<file path="src/hw/rtl/cdes_pkg.sv">
package cdes_pkg;

    // Stream widths, whole bytes
    localparam int unsigned S_TDATA_W = 56;
    localparam int unsigned M_TDATA_W = 48;

    // Request fields, lowest bit first
    localparam int unsigned S_SW_LSB    = 0;
    localparam int unsigned S_OK_BIT    = 16;
    localparam int unsigned S_TDONE_BIT = 17;
    localparam int unsigned S_SON_BIT   = 18;
    localparam int unsigned S_SPEED_LSB = 19;
    localparam int unsigned S_USED_W    = 51;

    // Result fields, lowest bit first
    localparam int unsigned M_CW_LSB     = 0;
    localparam int unsigned M_MODE_LSB   = 8;
    localparam int unsigned M_SPEED_LSB  = 10;
    localparam int unsigned M_HEALTH_BIT = 42;
    localparam int unsigned M_PARAM_BIT  = 43;
    localparam int unsigned M_PHASE_LSB  = 44;
    localparam int unsigned M_USED_W     = 47;

    localparam logic [31:0] WAIT_TICKS_RESET = 32'd100;

    // Control words
    localparam logic [7:0] CW_DISABLE   = 8'd0;
    localparam logic [7:0] CW_SHUTDOWN  = 8'd6;
    localparam logic [7:0] CW_SWITCH_ON = 8'd7;
    localparam logic [7:0] CW_ENABLE_OP = 8'd15;

    // Modes of operation
    localparam logic [1:0] MODE_NONE     = 2'd0;
    localparam logic [1:0] MODE_VELOCITY = 2'd3;

    // Status word bit patterns
    localparam logic [15:0] SW_DIS_MASK  = 16'h004F;
    localparam logic [15:0] SW_DIS_VALUE = 16'h0040;
    localparam logic [15:0] SW_MATCH_MASK = 16'h006F;
    localparam logic [15:0] SW_READY     = 16'h0021;
    localparam logic [15:0] SW_SWITCHED  = 16'h0023;
    localparam logic [15:0] SW_ENABLED   = 16'h0027;

    typedef enum logic [1:0] {
        PP_BUS_TIMING = 2'd0,
        PP_WAIT_OK    = 2'd1,
        PP_COUNTING   = 2'd2
    } t_param_phase;

    typedef enum logic [2:0] {
        DS_INIT       = 3'd0,
        DS_FIRST      = 3'd1,
        DS_SW_ON_DIS  = 3'd2,
        DS_READY      = 3'd3,
        DS_SWITCHED   = 3'd4,
        DS_ENABLED    = 3'd5
    } t_drive_step;

    function automatic logic sw_disabled(input logic [15:0] sw);
        return (sw & SW_DIS_MASK) == SW_DIS_VALUE;
    endfunction

    function automatic logic sw_is(input logic [15:0] sw, input logic [15:0] pattern);
        return (sw & SW_MATCH_MASK) == pattern;
    endfunction

endpackage

</file>
<file path="src/hw/rtl/cia402_drive_enable_sequencer.sv">
// Channel      | Direction | Contents
// s_axis       | in        | one control cycle: status word, flags, speed setpoint
// m_axis       | out       | control word, mode, speed command, health, phase
// i_cfg        | in        | wait_ticks write, no read-back
//
// One request per cycle while m_axis is ready.
// Requests land in an input register; the sequencer state is updated from it and
// doubles as the result register.
// A stalled m_axis holds the result and the waiting request; s_axis is ready only
// while the input register is empty or moves on.
// Reset (i_rst_n, synchronous) clears all state and loads wait_ticks with 100.
module cia402_drive_enable_sequencer (
    input  logic                              i_clk,
    input  logic                              i_rst_n,
    input  logic                              s_axis_tvalid,
    output logic                              s_axis_tready,
    // status_word[15:0], module_ok[16], timing_done[17], servo_on[18],
    // speed_request[50:19], zero fill [55:51]
    input  logic [cdes_pkg::S_TDATA_W-1:0]    s_axis_tdata,
    output logic                              m_axis_tvalid,
    input  logic                              m_axis_tready,
    // control_word[7:0], operating_mode[9:8], speed_command[41:10],
    // servo_healthy[42], params_written[43], drive_phase[46:44], zero fill [47]
    output logic [cdes_pkg::M_TDATA_W-1:0]    m_axis_tdata,
    input  logic                              i_cfg_we,
    input  logic [31:0]                       i_cfg_wdata
);
    import cdes_pkg::*;

    // Input register
    logic        r_in_valid;
    logic [15:0] r_status_word;
    logic        r_module_ok;
    logic        r_timing_done;
    logic        r_servo_on;
    logic [31:0] r_speed_request;

    // State and result register
    logic         r_out_valid;
    logic         r_healthy;
    logic [31:0]  r_wait_ticks;
    t_param_phase r_param_phase, n_param_phase;
    logic         r_param_done, n_param_done;
    logic [31:0]  r_wait_cnt, n_wait_cnt;
    t_drive_step  r_drive_step, n_drive_step;
    logic [7:0]   r_ctrl_hold, n_ctrl_hold;
    logic [1:0]   r_mode_hold, n_mode_hold;
    logic [31:0]  r_speed_hold, n_speed_hold;

    logic w_adv;
    logic w_sw_dis;

    assign w_adv         = r_in_valid && (!r_out_valid || m_axis_tready);
    assign s_axis_tready = !r_in_valid || w_adv;
    assign w_sw_dis      = sw_disabled(r_status_word);

    // Hold the accepted request
    always_ff @(posedge i_clk) begin
        if (!i_rst_n) begin
            r_in_valid <= 1'b0;
        end else if (s_axis_tready) begin
            r_in_valid <= s_axis_tvalid;
        end
        if (s_axis_tvalid && s_axis_tready) begin
            r_status_word   <= s_axis_tdata[S_SW_LSB +: 16];
            r_module_ok     <= s_axis_tdata[S_OK_BIT];
            r_timing_done   <= s_axis_tdata[S_TDONE_BIT];
            r_servo_on      <= s_axis_tdata[S_SON_BIT];
            r_speed_request <= s_axis_tdata[S_SPEED_LSB +: 32];
        end
    end

    // Parameter phase: bus timing, wait for module ok, count, then mark done
    always_comb begin
        n_param_phase = r_param_phase;
        n_param_done  = r_param_done;
        n_wait_cnt    = r_wait_cnt;
        case (r_param_phase)
            PP_BUS_TIMING: begin
                n_wait_cnt = '0;
                if (r_timing_done) begin
                    n_param_phase = PP_WAIT_OK;
                end
            end
            PP_COUNTING: begin
                if (r_wait_cnt >= r_wait_ticks) begin
                    n_param_done  = 1'b1;
                    n_param_phase = PP_WAIT_OK;
                    n_wait_cnt    = '0;
                end else if (r_wait_cnt != '1) begin
                    n_wait_cnt = r_wait_cnt + 32'd1;
                end
            end
            default: begin
                n_wait_cnt    = '0;
                n_param_phase = (r_module_ok && !r_param_done) ? PP_COUNTING : PP_WAIT_OK;
            end
        endcase
        // Drop the done mark when the module is lost
        if (!r_module_ok) begin
            n_param_done  = 1'b0;
            n_param_phase = PP_WAIT_OK;
            n_wait_cnt    = '0;
        end
    end

    // Power sequencer next step
    always_comb begin
        n_drive_step = r_drive_step;
        case (r_drive_step)
            DS_INIT: begin
                if (n_param_done) begin
                    n_drive_step = DS_FIRST;
                end
            end
            DS_FIRST: begin
                if (w_sw_dis) begin
                    n_drive_step = DS_SW_ON_DIS;
                end
            end
            DS_SW_ON_DIS: begin
                if (sw_is(r_status_word, SW_READY)) begin
                    n_drive_step = DS_READY;
                end
            end
            DS_READY: begin
                if (sw_is(r_status_word, SW_SWITCHED)) begin
                    n_drive_step = DS_SWITCHED;
                end
            end
            DS_SWITCHED: begin
                if (w_sw_dis) begin
                    n_drive_step = DS_SW_ON_DIS;
                end else if (sw_is(r_status_word, SW_ENABLED)) begin
                    n_drive_step = DS_ENABLED;
                end
            end
            DS_ENABLED: begin
                if (w_sw_dis) begin
                    n_drive_step = DS_SW_ON_DIS;
                end else if (!r_servo_on) begin
                    n_drive_step = DS_SWITCHED;
                end
            end
            default: begin
                n_drive_step = r_drive_step;
            end
        endcase
    end

    // Power sequencer outputs: control word, mode and speed holds
    always_comb begin
        n_ctrl_hold  = r_ctrl_hold;
        n_mode_hold  = r_mode_hold;
        n_speed_hold = r_speed_hold;
        case (r_drive_step)
            DS_INIT, DS_FIRST: begin
                n_ctrl_hold = CW_DISABLE;
            end
            DS_SW_ON_DIS: begin
                n_ctrl_hold = CW_SHUTDOWN;
            end
            DS_READY: begin
                n_ctrl_hold = CW_SWITCH_ON;
            end
            DS_SWITCHED: begin
                n_mode_hold = MODE_VELOCITY;
                if (r_servo_on) begin
                    n_ctrl_hold = CW_ENABLE_OP;
                end
                if (sw_is(r_status_word, SW_ENABLED)) begin
                    n_speed_hold = '0;
                end
            end
            DS_ENABLED: begin
                n_speed_hold = r_speed_request;
                if (!r_servo_on) begin
                    n_ctrl_hold = CW_SWITCH_ON;
                end
            end
            default: begin
                n_ctrl_hold = r_ctrl_hold;
            end
        endcase
    end

    // Advance state; the state registers double as the result register
    always_ff @(posedge i_clk) begin
        if (!i_rst_n) begin
            r_out_valid   <= 1'b0;
            r_healthy     <= 1'b0;
            r_param_phase <= PP_BUS_TIMING;
            r_param_done  <= 1'b0;
            r_wait_cnt    <= '0;
            r_drive_step  <= DS_INIT;
            r_ctrl_hold   <= CW_DISABLE;
            r_mode_hold   <= MODE_NONE;
            r_speed_hold  <= '0;
        end else begin
            if (w_adv) begin
                r_out_valid   <= 1'b1;
                r_healthy     <= r_module_ok;
                r_param_phase <= n_param_phase;
                r_param_done  <= n_param_done;
                r_wait_cnt    <= n_wait_cnt;
                r_drive_step  <= n_drive_step;
                r_ctrl_hold   <= n_ctrl_hold;
                r_mode_hold   <= n_mode_hold;
                r_speed_hold  <= n_speed_hold;
            end else if (m_axis_tready) begin
                r_out_valid <= 1'b0;
            end
        end
    end

    // Configuration register
    always_ff @(posedge i_clk) begin
        if (!i_rst_n) begin
            r_wait_ticks <= WAIT_TICKS_RESET;
        end else if (i_cfg_we) begin
            r_wait_ticks <= i_cfg_wdata;
        end
    end

    assign m_axis_tvalid = r_out_valid;
    assign m_axis_tdata  = {
        {(M_TDATA_W - M_USED_W){1'b0}},
        r_drive_step,
        r_param_done,
        r_healthy,
        r_speed_hold,
        r_mode_hold,
        r_ctrl_hold
    };

endmodule

</file>
<file path="config.mk">
export PLATFORM = sky130hd
export DESIGN_NAME = cia402_drive_enable_sequencer
export DESIGN_NICKNAME = d
export VERILOG_FILES = /design/src/hw/rtl/cdes_pkg.sv /design/src/hw/rtl/cia402_drive_enable_sequencer.sv
export SDC_FILE = /design/constraint.sdc
export NUM_CORES = 1
export LEC_CHECK = 0
export BUFFER_PORTS_ARGS = -buffer_cell sky130_fd_sc_hd__buf_2
export CAP_MARGIN = 5
export CORE_UTILIZATION = 46
export DETAILED_ROUTE_END_ITERATION = 8
export GPL_ROUTABILITY_DRIVEN = 0
export PLACE_DENSITY = 0.69
export SYNTH_ARGS = -nofsm -noshare
export SYNTH_HDL_FRONTEND = slang
export SYNTH_SLANG_ARGS = --single-unit
</file>
<file path="constraint.sdc">
create_clock -name i_clk -period 3 [get_ports i_clk]
set_input_delay 0.6 -clock i_clk [delete_from_list [all_inputs] [get_ports i_clk]]
set_output_delay 0.6 -clock i_clk [all_outputs]
set_load 0.05 [all_outputs]
</file>
==> summary.md <==
| Metric | Value |
|---|---|
| Crit path to | r_wait_cnt[14] |
| CP max FO | 18 |
| Final Cycle Share | 95.1% |
| Core Area | 14100 um^2 |
| Fin. Hold Viols | 0 |
| Kind of critical path | reg -> reg |
| Max Cap Violations | 0 |
| Comb power frac | 7.0% |
| CP required | 3350 ps |
| Worst Reg-to-Reg Cells | 10 |
| Yosys reg bits | 150 |
| Pint | 3.35 mW |
| FP Rows | 43 |
| Worst-path clk slew | 60 ps |
| Final TNS setup | 0 ps |
| Commonest non-fill, non-tap cell in the layout | buf_2 |
| Root Buffer | clkbuf_16 |
| Crit path launch | r_wait_ticks[14] |
| Sw power | 1.08 mW |
| Number of clock sinks | 150 |
| Total Routing Usage GR | 20.4% |
| Layout cells sized above 1 | 22.2% |
| Commonest non-fill, non-tap cells in the layout | 122 x buf_2, 109 x dfxtp_1, 67 x nor2b_1 |
| Die Area | 15100 um^2 |
| Synth Instances | 670 |
| Layout area overhead | 20.1% |
| Dpl ws | 113 ps |
| Die X | 123 um |
| Skew-Pair Late Insertion Delay | 430 ps |
| RR Startpoint | r_wait_ticks[14] |
| Initial drt markers | 237 |
| Initial Util | 47.8% |
| RSZ-0062 raised after global routing | false |
| Crit. End Element | flip-flop |
| Number of global-route vias before repair | 5366 |
| GR Overflow Total | 0 |
| Post-DP HPWL | 10.4 mm |
| Final setup vio count | 0 |
| Post-route DRC violation count | 0 |
| VDD IR max | 0.000477 V |
| CTS tree | yes |
| Ys Warns | 0 |
| Least-Margin Pin Slew | 943 ps |
| Syn Area/Cell | 10.1 um^2 |
| Antenna fix cells | 0 |
| Reg2Reg Setup Slack | 150 ps |
| Post-synth EDFFs | 41 |
| Fillers | 1250 |
| Slew Limit Headroom | 37.1% |
| CTS H-tree lvls | 4 |
| Ys async rst share | 0% |
| Pre-antenna DRT Iters | 5 |
| Min-delay worst type | in -> reg |
| Hold_buf cts | 0 |
| Antenna-violating nets left | 0 |
| Final setup margin | 148 ps |
| Static leakage | 3.24 nW |
| Total Nets Final | 918 |
| Startpoint Class | flip-flop |
| Worst clock skew | 7.85 ps |
| Power Density | 547 nW/um^2 |
| Longest Clk Path Bufs | 2 |
| Sequential-to-total area share from yosys stat | 50.7% |
| WL final | 14.6 mm |
| Initial antenna violation count | 0 |
| Critical Path AT | 3210 ps |
| Outcome | complete, no violations |
| Sequential share of power | 49.5% |
| Mean number of vias per cell | 5.42 |
| Die H | 123 um |
| End of the worst register-to-register path | r_wait_cnt[14] |
| Fmax | 0.351 GHz |
| Clk pwr share | 43.4% |
| Largest net degree at the start of global routing | 51 |
| Post-Synthesis Cell Area | 6740 um^2 |
| TritonCTS Buffers | 17 |
| Top FF cell, synth | dfxtp_1 |
| Max-slew violations | 0 |
| DR vias | 5338 |
| Per-cell routed wire length | 14.9 um |
| I/O pin count | 143 |
| Post-synth cell types | 53 |
| IO Port Bufs | 122 |
| Sw Share | 24.3% |
| First-pass GRT wire length | 24.0 mm |
| Min cycle time layout | 2850 ps |
cells in the mapped netlist, types with 4 or more instances:
library cell / instances / area share [%]
nor3_1: 9 / 0.67
or4_1: 7 / 0.78
o31ai_1: 5 / 0.56
nor2_1: 19 / 1.1
and3_1: 5 / 0.46
xor2_1: 4 / 0.52
nand2b_1: 5 / 0.46
nand4_1: 19 / 1.8
and4_1: 4 / 0.52
nand3_1: 16 / 1.2
dfxtp_1: 109 / 32
nor2b_1: 67 / 6.2
o21a_1: 5 / 0.56
a21oi_1: 45 / 3.3
clkbuf_1: 26 / 1.4
inv_1: 38 / 2.1
nand2_1: 32 / 1.8
ha_1: 33 / 6.1
o21ai_0: 38 / 2.8
mux2i_1: 29 / 4.3
buf_4: 9 / 1.0
a22oi_1: 34 / 3.8
or3_1: 21 / 2.0
and2_1: 5 / 0.46
edfxtp_1: 41 / 18
cell families after synthesis:
| group | share of synthesized area, % |
|---|---|
| simple gates | 19.1 |
| flops | 50.7 |
| compound gates | 13.9 |
| buf+inv | 4.98 |
| fa+ha+maj | 6.13 |
| mux | 4.31 |
| xor+xnor | 0.910 |
| other cells | 0.0557 |
metrics by stage:
stage	hold slack (ps)	utilization, %	cells	total power, mW	area (um^2)
4_1_cts	330	57.3	985	4.46	8080
3_5_place_dp	464	53.6	953	2.55	7550
2_1_floorplan	444	-	674	2.44	6750
3_3_place_gp	457	53.6	953	2.53	7550
5_1_grt	326	57.4	985	4.59	8090
6_report	343	57.4	985	4.43	8090
worst max-delay path: stages (launching register included):
cell and delay (ps):
dfxtp_1 340, inv_1 50, ha_1 290, nand4_1 130, nor3_2 270, or4b_4 510
a31oi_4 280, nor4_2 120, buf_12 160, or4_1 470, a21oi_1 160
sequential cells by signal, indices dropped and copies added, names as in the netlist:
name and flops:
r_in_valid 1, r_drive_step 3, m_axis_tvalid 1, r_mode_hold 1, r_speed_request 32, r_param_phase 2, r_healthy 1, r_param_done 1
r_ctrl_hold 3, r_wait_cnt 32, r_timing_done 1, r_wait_ticks 32, r_servo_on 1, r_module_ok 1, r_speed_hold 32, r_status_word 6
power groups by stage:
stage	sequential (mW)	clock (mW)	combinational [mW]
global placement	2.23	0	0.301
CTS	2.19	1.95	0.314
detailed placement	2.24	0	0.312
finish	2.19	1.92	0.311
floorplan	2.24	0	0.202
global route	2.20	2.04	0.347
how the worst min path moves through the flow:
stage                           startpoint                  end  cells after the start
final                     s_axis_tdata[33]  r_speed_request[14]                      1
after global routing      s_axis_tdata[37]  r_speed_request[18]                      1
after CTS                 s_axis_tdata[33]  r_speed_request[14]                      1
after detailed placement         r_healthy            r_healthy                      2
after global placement           r_healthy            r_healthy                      2
after floorplan                  r_healthy            r_healthy                      2
per-layer routing:
layer  share of wire, %  up-vias  GRT usage (%)
met5                  0        -              0
met4                2.4        0           9.79
met3                7.3       32           7.15
met2                 48      156           34.1
met1                 42     2499           23.2
li1                   -     2651              -
area by class of cell:
type	instances	area, um^2	area share [%]
clock buffer	19	433	5.35
inverter	38	143	1.76
tap	180	225	2.78
multi-input combinational	446	3020	37.3
clock inverter	13	96.3	1.19
sequential	150	3410	42.2
timing repair buffer	139	763	9.44
repair_timing:
action | in CTS | in global routing
gates resized for setup | 0 | 3
buffers inserted | 0 | 0
endpoints found under the setup margin | 0 | 9
(Power assumes the default switching activity.)
